--- config.mk ---
export PLATFORM = sky130hd
export DESIGN_NAME = websocket_frame_deframer_top_flat
export DESIGN_NICKNAME = d
export VERILOG_FILES = /design/src/rtl/core/wsdf_pkg.sv /design/src/rtl/core/wsdf_if.sv /design/src/rtl/core/wsdf_parser.sv /design/src/rtl/core/wsdf_out_reg.sv /design/src/rtl/core/websocket_frame_deframer_top.sv /design/src/flat_wrapper.sv
export SDC_FILE = /design/constraint.sdc
export NUM_CORES = 1
export LEC_CHECK = 0
export BUFFER_PORTS_ARGS = -buffer_cell sky130_fd_sc_hd__buf_2
export CAP_MARGIN = 20
export CORE_ASPECT_RATIO = 1.1
export CORE_MARGIN = 2
export CORE_UTILIZATION = 59
export DETAILED_ROUTE_END_ITERATION = 8
export PLACE_DENSITY = 0.78
export SETUP_SLACK_MARGIN = 0.1
export SYNTH_ARGS = -nofsm -noshare
export SYNTH_HDL_FRONTEND = slang
export SYNTH_SLANG_ARGS = --single-unit
--- constraint.sdc ---
create_clock -name clk -period 5.1 [get_ports clk]
set_input_delay 1.02 -clock clk [delete_from_list [all_inputs] [get_ports clk]]
set_output_delay 1.02 -clock clk [all_outputs]
set_load 0.03 [all_outputs]
--- src/rtl/core/wsdf_pkg.sv ---
// Shared types and constants for the WebSocket frame deframer.
package wsdf_pkg;

    localparam int LEN_W = 25;   // payload length and limit width

    // Result kinds
    localparam logic [1:0] KIND_DATA     = 2'd0;
    localparam logic [1:0] KIND_EMPTY    = 2'd1;
    localparam logic [1:0] KIND_UNMASKED = 2'd2;
    localparam logic [1:0] KIND_OVERSIZE = 2'd3;

    localparam logic [3:0] OPCODE_CLOSE = 4'h8;
    localparam logic [6:0] LEN_EXT16    = 7'd126;
    localparam logic [6:0] LEN_EXT64    = 7'd127;
    localparam logic [3:0] LEN_BYTES16  = 4'd2;
    localparam logic [3:0] LEN_BYTES64  = 4'd8;
    localparam logic [2:0] MASK_BYTES   = 3'd4;

    localparam logic [LEN_W-1:0] MAX_PAYLOAD_RESET = 25'd1048576;

    // One result item
    typedef struct packed {
        logic [1:0] result_kind;
        logic [7:0] data_byte;
        logic [3:0] frame_opcode_out;
        logic       fin_out;
        logic       last_of_frame;
    } result_t;

    // Parser output towards the result register
    typedef struct packed {
        logic    valid;
        result_t item;
    } step_t;

endpackage

--- src/rtl/core/wsdf_if.sv ---
// Channel interfaces: received byte stream and result stream.
interface wsdf_byte_if;
    logic       valid;
    logic       ready;
    logic [7:0] rx_byte;

    modport source (output valid, output rx_byte, input ready);
    modport sink   (input valid, input rx_byte, output ready);
endinterface

interface wsdf_result_if;
    logic       valid;
    logic       ready;
    logic [1:0] result_kind;
    logic [7:0] data_byte;
    logic [3:0] frame_opcode_out;
    logic       fin_out;
    logic       last_of_frame;

    modport source (output valid, output result_kind, output data_byte,
                    output frame_opcode_out, output fin_out, output last_of_frame,
                    input ready);
    modport sink   (input valid, input result_kind, input data_byte,
                    input frame_opcode_out, input fin_out, input last_of_frame,
                    output ready);
endinterface

--- src/rtl/core/wsdf_parser.sv ---
// Frame header, length, mask and payload parser with the length limit register.
module wsdf_parser
    import wsdf_pkg::*;
(
    input  logic             clk,
    input  logic             rst_n,
    input  logic             in_fire,
    input  logic [7:0]       rx_byte,
    input  logic             cfg_we,
    input  logic [LEN_W-1:0] cfg_wdata,
    output step_t            step
);

    typedef enum logic [2:0] {
        PH_HDR0,
        PH_HDR1,
        PH_LEN,
        PH_MASK,
        PH_PAYLOAD,
        PH_HALT
    } phase_t;

    phase_t           phase_reg, phase_next;
    logic             fin_reg, fin_next;
    logic [3:0]       opcode_reg, opcode_next;
    logic [3:0]       len_left_reg, len_left_next;
    logic [LEN_W-1:0] len_accum_reg, len_accum_next;
    logic             len_ovf_reg, len_ovf_next;
    logic [31:0]      key_reg, key_next;
    logic [2:0]       mask_left_reg, mask_left_next;
    logic [LEN_W-1:0] pay_left_reg, pay_left_next;
    logic [1:0]       mask_pos_reg, mask_pos_next;
    logic [LEN_W-1:0] max_payload_reg, max_payload_next;

    // Length check inputs, shared by short and extended lengths
    logic             chk_go;
    logic [LEN_W-1:0] chk_len;
    logic             chk_ovf;
    logic [7:0]       key_byte;

    // Key bytes are used most significant first
    assign key_byte = key_reg[{~mask_pos_reg, 3'b000} +: 8];

    // Next-state and result logic
    always_comb
    begin
        phase_next       = phase_reg;
        fin_next         = fin_reg;
        opcode_next      = opcode_reg;
        len_left_next    = len_left_reg;
        len_accum_next   = len_accum_reg;
        len_ovf_next     = len_ovf_reg;
        key_next         = key_reg;
        mask_left_next   = mask_left_reg;
        pay_left_next    = pay_left_reg;
        mask_pos_next    = mask_pos_reg;
        max_payload_next = cfg_we ? cfg_wdata : max_payload_reg;
        chk_go           = 1'b0;
        chk_len          = '0;
        chk_ovf          = 1'b0;

        step.valid                 = 1'b0;
        step.item.result_kind      = KIND_DATA;
        step.item.data_byte        = 8'd0;
        step.item.frame_opcode_out = opcode_reg;
        step.item.fin_out          = fin_reg;
        step.item.last_of_frame    = 1'b1;

        if (in_fire)
        begin
            case (phase_reg)
                PH_HDR0:
                begin
                    fin_next    = rx_byte[7];
                    opcode_next = rx_byte[3:0];
                    phase_next  = PH_HDR1;
                end
                PH_HDR1:
                begin
                    len_accum_next = '0;
                    len_ovf_next   = 1'b0;
                    if (!rx_byte[7])
                    begin
                        step.valid            = 1'b1;
                        step.item.result_kind = KIND_UNMASKED;
                        phase_next            = PH_HALT;
                    end
                    else if (rx_byte[6:0] == LEN_EXT16)
                    begin
                        len_left_next = LEN_BYTES16;
                        phase_next    = PH_LEN;
                    end
                    else if (rx_byte[6:0] == LEN_EXT64)
                    begin
                        len_left_next = LEN_BYTES64;
                        phase_next    = PH_LEN;
                    end
                    else
                    begin
                        len_accum_next = {{(LEN_W-7){1'b0}}, rx_byte[6:0]};
                        len_left_next  = 4'd0;
                        chk_go         = 1'b1;
                        chk_len        = {{(LEN_W-7){1'b0}}, rx_byte[6:0]};
                    end
                end
                PH_LEN:
                begin
                    // bits shifted out above the limit width make the frame oversize
                    len_accum_next = {len_accum_reg[LEN_W-9:0], rx_byte};
                    len_ovf_next   = len_ovf_reg | (|len_accum_reg[LEN_W-1:LEN_W-8]);
                    len_left_next  = len_left_reg - 4'd1;
                    if (len_left_next == 4'd0)
                    begin
                        chk_go  = 1'b1;
                        chk_len = len_accum_next;
                        chk_ovf = len_ovf_next;
                    end
                end
                PH_MASK:
                begin
                    key_next       = {key_reg[23:0], rx_byte};
                    mask_left_next = mask_left_reg - 3'd1;
                    if (mask_left_next == 3'd0)
                    begin
                        mask_pos_next = 2'd0;
                        if (pay_left_reg == '0)
                        begin
                            step.valid            = 1'b1;
                            step.item.result_kind = KIND_EMPTY;
                            phase_next = (opcode_reg == OPCODE_CLOSE) ? PH_HALT : PH_HDR0;
                        end
                        else
                        begin
                            phase_next = PH_PAYLOAD;
                        end
                    end
                end
                PH_PAYLOAD:
                begin
                    mask_pos_next           = mask_pos_reg + 2'd1;
                    pay_left_next           = pay_left_reg - LEN_W'(1);
                    step.valid              = 1'b1;
                    step.item.result_kind   = KIND_DATA;
                    step.item.data_byte     = rx_byte ^ key_byte;
                    step.item.last_of_frame = (pay_left_next == '0);
                    if (pay_left_next == '0)
                    begin
                        phase_next = (opcode_reg == OPCODE_CLOSE) ? PH_HALT : PH_HDR0;
                    end
                end
                default:
                begin
                    phase_next = PH_HALT;
                end
            endcase

            // Full length known: limit check, then expect the mask key
            if (chk_go)
            begin
                if (chk_ovf || (chk_len > max_payload_reg))
                begin
                    step.valid            = 1'b1;
                    step.item.result_kind = KIND_OVERSIZE;
                    phase_next            = PH_HALT;
                end
                else
                begin
                    pay_left_next  = chk_len;
                    key_next       = '0;
                    mask_left_next = MASK_BYTES;
                    phase_next     = PH_MASK;
                end
            end
        end
    end

    // State registers
    always_ff @(posedge clk or negedge rst_n)
    begin
        if (!rst_n)
        begin
            phase_reg       <= PH_HDR0;
            fin_reg         <= 1'b0;
            opcode_reg      <= 4'd0;
            len_left_reg    <= 4'd0;
            len_accum_reg   <= '0;
            len_ovf_reg     <= 1'b0;
            key_reg         <= '0;
            mask_left_reg   <= 3'd0;
            pay_left_reg    <= '0;
            mask_pos_reg    <= 2'd0;
            max_payload_reg <= MAX_PAYLOAD_RESET;
        end
        else
        begin
            phase_reg       <= phase_next;
            fin_reg         <= fin_next;
            opcode_reg      <= opcode_next;
            len_left_reg    <= len_left_next;
            len_accum_reg   <= len_accum_next;
            len_ovf_reg     <= len_ovf_next;
            key_reg         <= key_next;
            mask_left_reg   <= mask_left_next;
            pay_left_reg    <= pay_left_next;
            mask_pos_reg    <= mask_pos_next;
            max_payload_reg <= max_payload_next;
        end
    end

endmodule

--- src/rtl/core/wsdf_out_reg.sv ---
// Result register: holds one result item and drives the result channel.
module wsdf_out_reg
    import wsdf_pkg::*;
(
    input  logic   clk,
    input  logic   rst_n,
    input  step_t  step,
    output logic   can_load,
    wsdf_result_if.source res
);

    logic    valid_reg, valid_next;
    result_t item_reg;

    // Free when empty or being drained this cycle
    assign can_load   = !valid_reg || res.ready;
    assign valid_next = step.valid || (valid_reg && !res.ready);

    always_ff @(posedge clk or negedge rst_n)
    begin
        if (!rst_n)
        begin
            valid_reg <= 1'b0;
        end
        else
        begin
            valid_reg <= valid_next;
        end
    end

    // Payload needs no reset
    always_ff @(posedge clk)
    begin
        if (step.valid)
        begin
            item_reg <= step.item;
        end
    end

    assign res.valid            = valid_reg;
    assign res.result_kind      = item_reg.result_kind;
    assign res.data_byte        = item_reg.data_byte;
    assign res.frame_opcode_out = item_reg.frame_opcode_out;
    assign res.fin_out          = item_reg.fin_out;
    assign res.last_of_frame    = item_reg.last_of_frame;

endmodule

--- src/rtl/core/websocket_frame_deframer_top.sv ---
// Top level of the WebSocket client-to-server frame deframer.
// A result item appears in the cycle after the byte that causes it is accepted.
// Throughput: one byte item per cycle; rx.ready only drops while a result waits
// in the output register and res.ready is low.
// Reset (rst_n, asynchronous, active low): expects a first header byte, the
// length limit returns to 1048576 and the output register empties.
module websocket_frame_deframer_top
    import wsdf_pkg::*;
(
    input  logic             clk,
    input  logic             rst_n,
    wsdf_byte_if.sink        rx,
    wsdf_result_if.source    res,
    input  logic             cfg_we,
    input  logic [LEN_W-1:0] cfg_wdata
);

    step_t step;
    logic  can_load;
    logic  in_fire;

    assign rx.ready = can_load;
    assign in_fire  = rx.valid && can_load;

    // Parser
    wsdf_parser u_parser (
        .clk       (clk),
        .rst_n     (rst_n),
        .in_fire   (in_fire),
        .rx_byte   (rx.rx_byte),
        .cfg_we    (cfg_we),
        .cfg_wdata (cfg_wdata),
        .step      (step)
    );

    // Result register
    wsdf_out_reg u_out_reg (
        .clk      (clk),
        .rst_n    (rst_n),
        .step     (step),
        .can_load (can_load),
        .res      (res)
    );

endmodule

--- src/flat_wrapper.sv ---
// flat-port wrapper written by rule: the top's interface ports become plain ports
module websocket_frame_deframer_top_flat import wsdf_pkg::*;
  (clk, rst_n, cfg_we, cfg_wdata, rx_valid, rx_rx_byte, rx_ready, res_valid, res_result_kind, res_data_byte, res_frame_opcode_out, res_fin_out, res_last_of_frame, res_ready);
  wsdf_byte_if rx_i ();
  wsdf_result_if res_i ();
  input  logic clk;
  input  logic rst_n;
  input  logic cfg_we;
  input  logic [LEN_W-1:0] cfg_wdata;
  input wire logic [$bits(rx_i.valid)-1:0] rx_valid;
  input wire logic [$bits(rx_i.rx_byte)-1:0] rx_rx_byte;
  output wire logic [$bits(rx_i.ready)-1:0] rx_ready;
  output wire logic [$bits(res_i.valid)-1:0] res_valid;
  output wire logic [$bits(res_i.result_kind)-1:0] res_result_kind;
  output wire logic [$bits(res_i.data_byte)-1:0] res_data_byte;
  output wire logic [$bits(res_i.frame_opcode_out)-1:0] res_frame_opcode_out;
  output wire logic [$bits(res_i.fin_out)-1:0] res_fin_out;
  output wire logic [$bits(res_i.last_of_frame)-1:0] res_last_of_frame;
  input wire logic [$bits(res_i.ready)-1:0] res_ready;
  assign rx_i.valid = rx_valid;
  assign rx_i.rx_byte = rx_rx_byte;
  assign rx_ready = rx_i.ready;
  assign res_valid = res_i.valid;
  assign res_result_kind = res_i.result_kind;
  assign res_data_byte = res_i.data_byte;
  assign res_frame_opcode_out = res_i.frame_opcode_out;
  assign res_fin_out = res_i.fin_out;
  assign res_last_of_frame = res_i.last_of_frame;
  assign res_i.ready = res_ready;
  websocket_frame_deframer_top u_core (.clk(clk), .rst_n(rst_n), .rx(rx_i), .res(res_i), .cfg_we(cfg_we), .cfg_wdata(cfg_wdata));
endmodule
==> reports/qor.yml <==
outcome:
  run_status: "complete, no violations"
cells_and_area:
  drive_gt1_frac: 0.161
  layoutNonFillerInstCount: 1047
  flow.area_growth_from_synthesis_pct: 11.5
  antenna_cells: 0
  layout.cells.most_common: "sky130_fd_sc_hd__nand2_1"
  largest_register_ffs: 32
  final_nets: 942
  final_cell_mix: "sky130_fd_sc_hd__nand2_1, sky130_fd_sc_hd__dfrtp_1, sky130_fd_sc_hd__o21ai_0"
floorplanning:
  fp-row-count: 44
  die_width_um: 115
  die-area_sq_mm: 0.0145
  io_pins: 56
  core_area_sq_mm: 0.0132
  start_util: 0.606
  dieHeight_um: 126
sta:
  report.final.hold_viol_count: 0
  fin_worst_skew_ns: 0.00834
  layout_worst_path_cycle_share: 0.832
  finalSetupViolations: 0
  setup_total_negative_slack_ns: 0
  max_clock_freq_mhz: 236
  timing_worst_slew_pin_value_ns: 0.898
  drv_slew: 0
  timing.max_slew.rel_slack: 0.397
  rsz_0062_raised_after_global_routing: "false"
  post-route-min-period_ns: 4.24
logic_synthesis:
  postSynthAreaPerCell_sq_um: 9.60
  seq_area_frac_synth: 0.454
  post_synth_inst_count: 834
  asyncSetResetFlopFracSynth: 0.887
  distinct_cell_type_count_after_synthesis: 78
  mappedNetlistNets: 903
  synth-warning-count: 0
  ys_seq_elements: 142
  synth-edff-count: 16
  dominantRegCellSynth: "sky130_fd_sc_hd__dfrtp_1"
  post_synth_instance_area_sq_mm: 0.00800
setup_path:
  rr_startpoint: "u_core.u_parser.len_left_reg[0]"
  cp-startpoint: "u_core.u_parser.len_left_reg[0]"
  crit-reg2reg-capture: "u_core.u_parser.pay_left_reg[21]"
  worst-r2r-cell-count: 15
  max_stage_delay_ns: 0.48
  critical_path.max_fanout: 14
  crit_path_cell_trace: "inv_1 -> ha_1 -> xnor2_1 -> nand3_2 -> nor2_1 -> and2_1 -> ha_1 -> and4_1 -> a2111oi_0 -> nor2_1 -> o41a_1 -> o31ai_4 -> buf_4 -> nor2_1 -> a211o_1"
  critical_path.startpoint_type: "flip-flop"
  setup.worst_path.end: "u_core.u_parser.pay_left_reg[21]"
  worst-endpoint-arrival_ns: 4.56
  crit_type: "flip-flop to flip-flop"
  timing.critical_path.slowest_stage_cell: "sky130_fd_sc_hd__o41a_1"
  cp_data_required_time_ns: 5.42
  critical_path.endpoint_type: "flip-flop"
  worst_path_most_repeated_cell: "sky130_fd_sc_hd__nor2_1"
  rrSetupSlack_ns: 0.86
global_route:
  largest_net_degree_at_the_start_of_global_routing: 86
  grt_remaining_overflow: 0
  grt_first_pass_wirelength_um: 34300
  via_count_of_the_first_global_routing_pass: 6564
  antenna_found_initial: 0
  global_route.usage.total: 0.304
cts:
  tritoncts.num_buffers: 17
  post_cts_buffers: 0
  cts.path.max_buffers: 2
  cts_h_tree_depth: 4
  clock_latency_ns: 0.43
  cts.repair.resized: 0
  cts_root_buf: "sky130_fd_sc_hd__clkbuf_16"
  tritoncts_clock_tree: "yes"
  numClockSinks: 142
  worst_setup_hold_path_clk_slew_ns: 0.06
  cts-hold-fix-buffers: 0
routing:
  wl_met3_um: 1130
  top_metal_layer_carrying_routed_signals: "met4"
  remaining_drc_errors: 0
  vias_per_cell: 6.44
  drt_first_iter_violations: 567
  antenna_left: 0
  route.met2.wl_um: 10500
  dr.pass1.iters: 5
  post_drt_wl_per_cell_um: 20.2
  route.vias.total: 6742
  detail_route.wirelength.met1_um: 8680
  routed_wire_length_um: 21100
placement:
  place.port_buffers: 55
  number_of_placed_instances_taps_included: 1014
  routabilityCongestion: 0.916
  dp_hpwl_um: 14800
min_path:
  hold_path_class: "input port to async pin"
power:
  p_leak_nw: 3.94
  cellPowerDensity_mw_per_mm2: 515
  vdd_drop_max_mv: 0.349
flow_run:
  max-cap-violations: 0
## synthesized netlist by cell type, types with 5 or more instances
cell type / instances / area, sq um
sky130_fd_sc_hd__nor3_1: 16 / 80.1
sky130_fd_sc_hd__o21ai_0: 85 / 425
sky130_fd_sc_hd__nor4_1: 14 / 87.6
sky130_fd_sc_hd__ha_1: 31 / 388
sky130_fd_sc_hd__clkbuf_1: 28 / 105
sky130_fd_sc_hd__or4_1: 6 / 45.0
sky130_fd_sc_hd__a221o_1: 11 / 110
sky130_fd_sc_hd__or3_1: 9 / 56.3
sky130_fd_sc_hd__nand4_1: 9 / 56.3
sky130_fd_sc_hd__buf_6: 9 / 101
sky130_fd_sc_hd__a21oi_1: 25 / 125
sky130_fd_sc_hd__nor2_1: 55 / 206
sky130_fd_sc_hd__nor2b_1: 5 / 31.3
sky130_fd_sc_hd__and2_1: 25 / 156
sky130_fd_sc_hd__o31ai_1: 11 / 82.6
sky130_fd_sc_hd__a22o_1: 26 / 228
sky130_fd_sc_hd__nor3b_1: 7 / 52.6
sky130_fd_sc_hd__mux4_2: 8 / 180
sky130_fd_sc_hd__o21ai_1: 7 / 35.0
sky130_fd_sc_hd__nand2b_1: 6 / 37.5
sky130_fd_sc_hd__mux2_2: 6 / 67.6
sky130_fd_sc_hd__edfxtp_1: 16 / 480
sky130_fd_sc_hd__a211o_1: 5 / 43.8
sky130_fd_sc_hd__dfrtp_1: 125 / 3130
sky130_fd_sc_hd__inv_1: 37 / 139
sky130_fd_sc_hd__nand3_1: 17 / 85.1
sky130_fd_sc_hd__xnor2_1: 10 / 87.6
sky130_fd_sc_hd__nand2_1: 134 / 503
## metal layers
metal,up-vias,track usage
met2,277,0.499
met3,64,0.0611
met5,-,0
li1,3097,-
met4,0,0.146
met1,3304,0.384
## cell type report
cell class | count | area, sq um
fill | 1037 | 4290
inverter | 37 | 139
sequential | 142 | 3630
clock inverter | 15 | 176
timing repair buffer | 71 | 418
tap | 161 | 201
multi-input combinational | 604 | 3930
clock buffer | 17 | 425
## worst max-delay path: cells and delay by family, from the launching register on
| kind | cells | cell delay [ns] |
|---|---|---|
| flip-flops | 1 | 0.43 |
| buffers and inverters | 2 | 0.35 |
| AND/OR/NAND/NOR | 6 | 1.07 |
| adder cells (fa/ha/maj) | 2 | 0.48 |
| AO/OA/AOI/OAI | 4 | 1.58 |
| XOR/XNOR | 1 | 0.20 |
## worst min path at each step
stage,slack (ns),start,end,cells past startpoint
after floorplan,0.42,u_core.u_parser.fin_reg,u_core.u_out_reg.res.fin_out,0
after global placement,0.44,u_core.u_parser.opcode_reg[3],u_core.u_out_reg.res.frame_opcode_out[3],0
final,0.43,rst_n,u_core.u_parser.pay_left_reg[10],1
after global routing,0.43,rst_n,u_core.u_parser.pay_left_reg[10],1
after CTS,0.48,u_core.u_parser.opcode_reg[1],u_core.u_out_reg.res.frame_opcode_out[1],0
after detailed placement,0.46,u_core.u_parser.opcode_reg[3],u_core.u_out_reg.res.frame_opcode_out[3],0
## cells by family after synthesis
logic type      count (synthesis)  share of synthesized area
compound gates                211                      0.179
xor+xnor                       14                     0.0163
fa+ha+maj                      31                     0.0485
buf+inv                        88                     0.0558
flops                         142                      0.454
mux                            16                     0.0335
simple gates                  332                      0.213
## report_power, final
| part | switching [mW] | internal, mW | leakage, nW |
|---|---|---|---|
| Combinational | 0.813 | 0.591 | 1.88 |
| Sequential | 0.427 | 1.50 | 1.76 |
| Clock | 0.534 | 0.739 | 0.300 |
## through the flow
step / cell area (sq um) / util / total power, mW / hold slack, ns / worst slack (ns)
after floorplan: 8000 / - / 2.89 / 0.419 / 0.768
after global placement: 8290 / 0.627 / 3.19 / 0.443 / 0.872
after detailed placement: 8290 / 0.628 / 3.29 / 0.458 / 0.685
after CTS: 8890 / 0.673 / 4.58 / 0.485 / 0.875
after global routing: 8920 / 0.675 / 4.83 / 0.431 / 0.581
final: 8920 / 0.675 / 4.60 / 0.428 / 0.859
(Power assumes the default switching activity.)
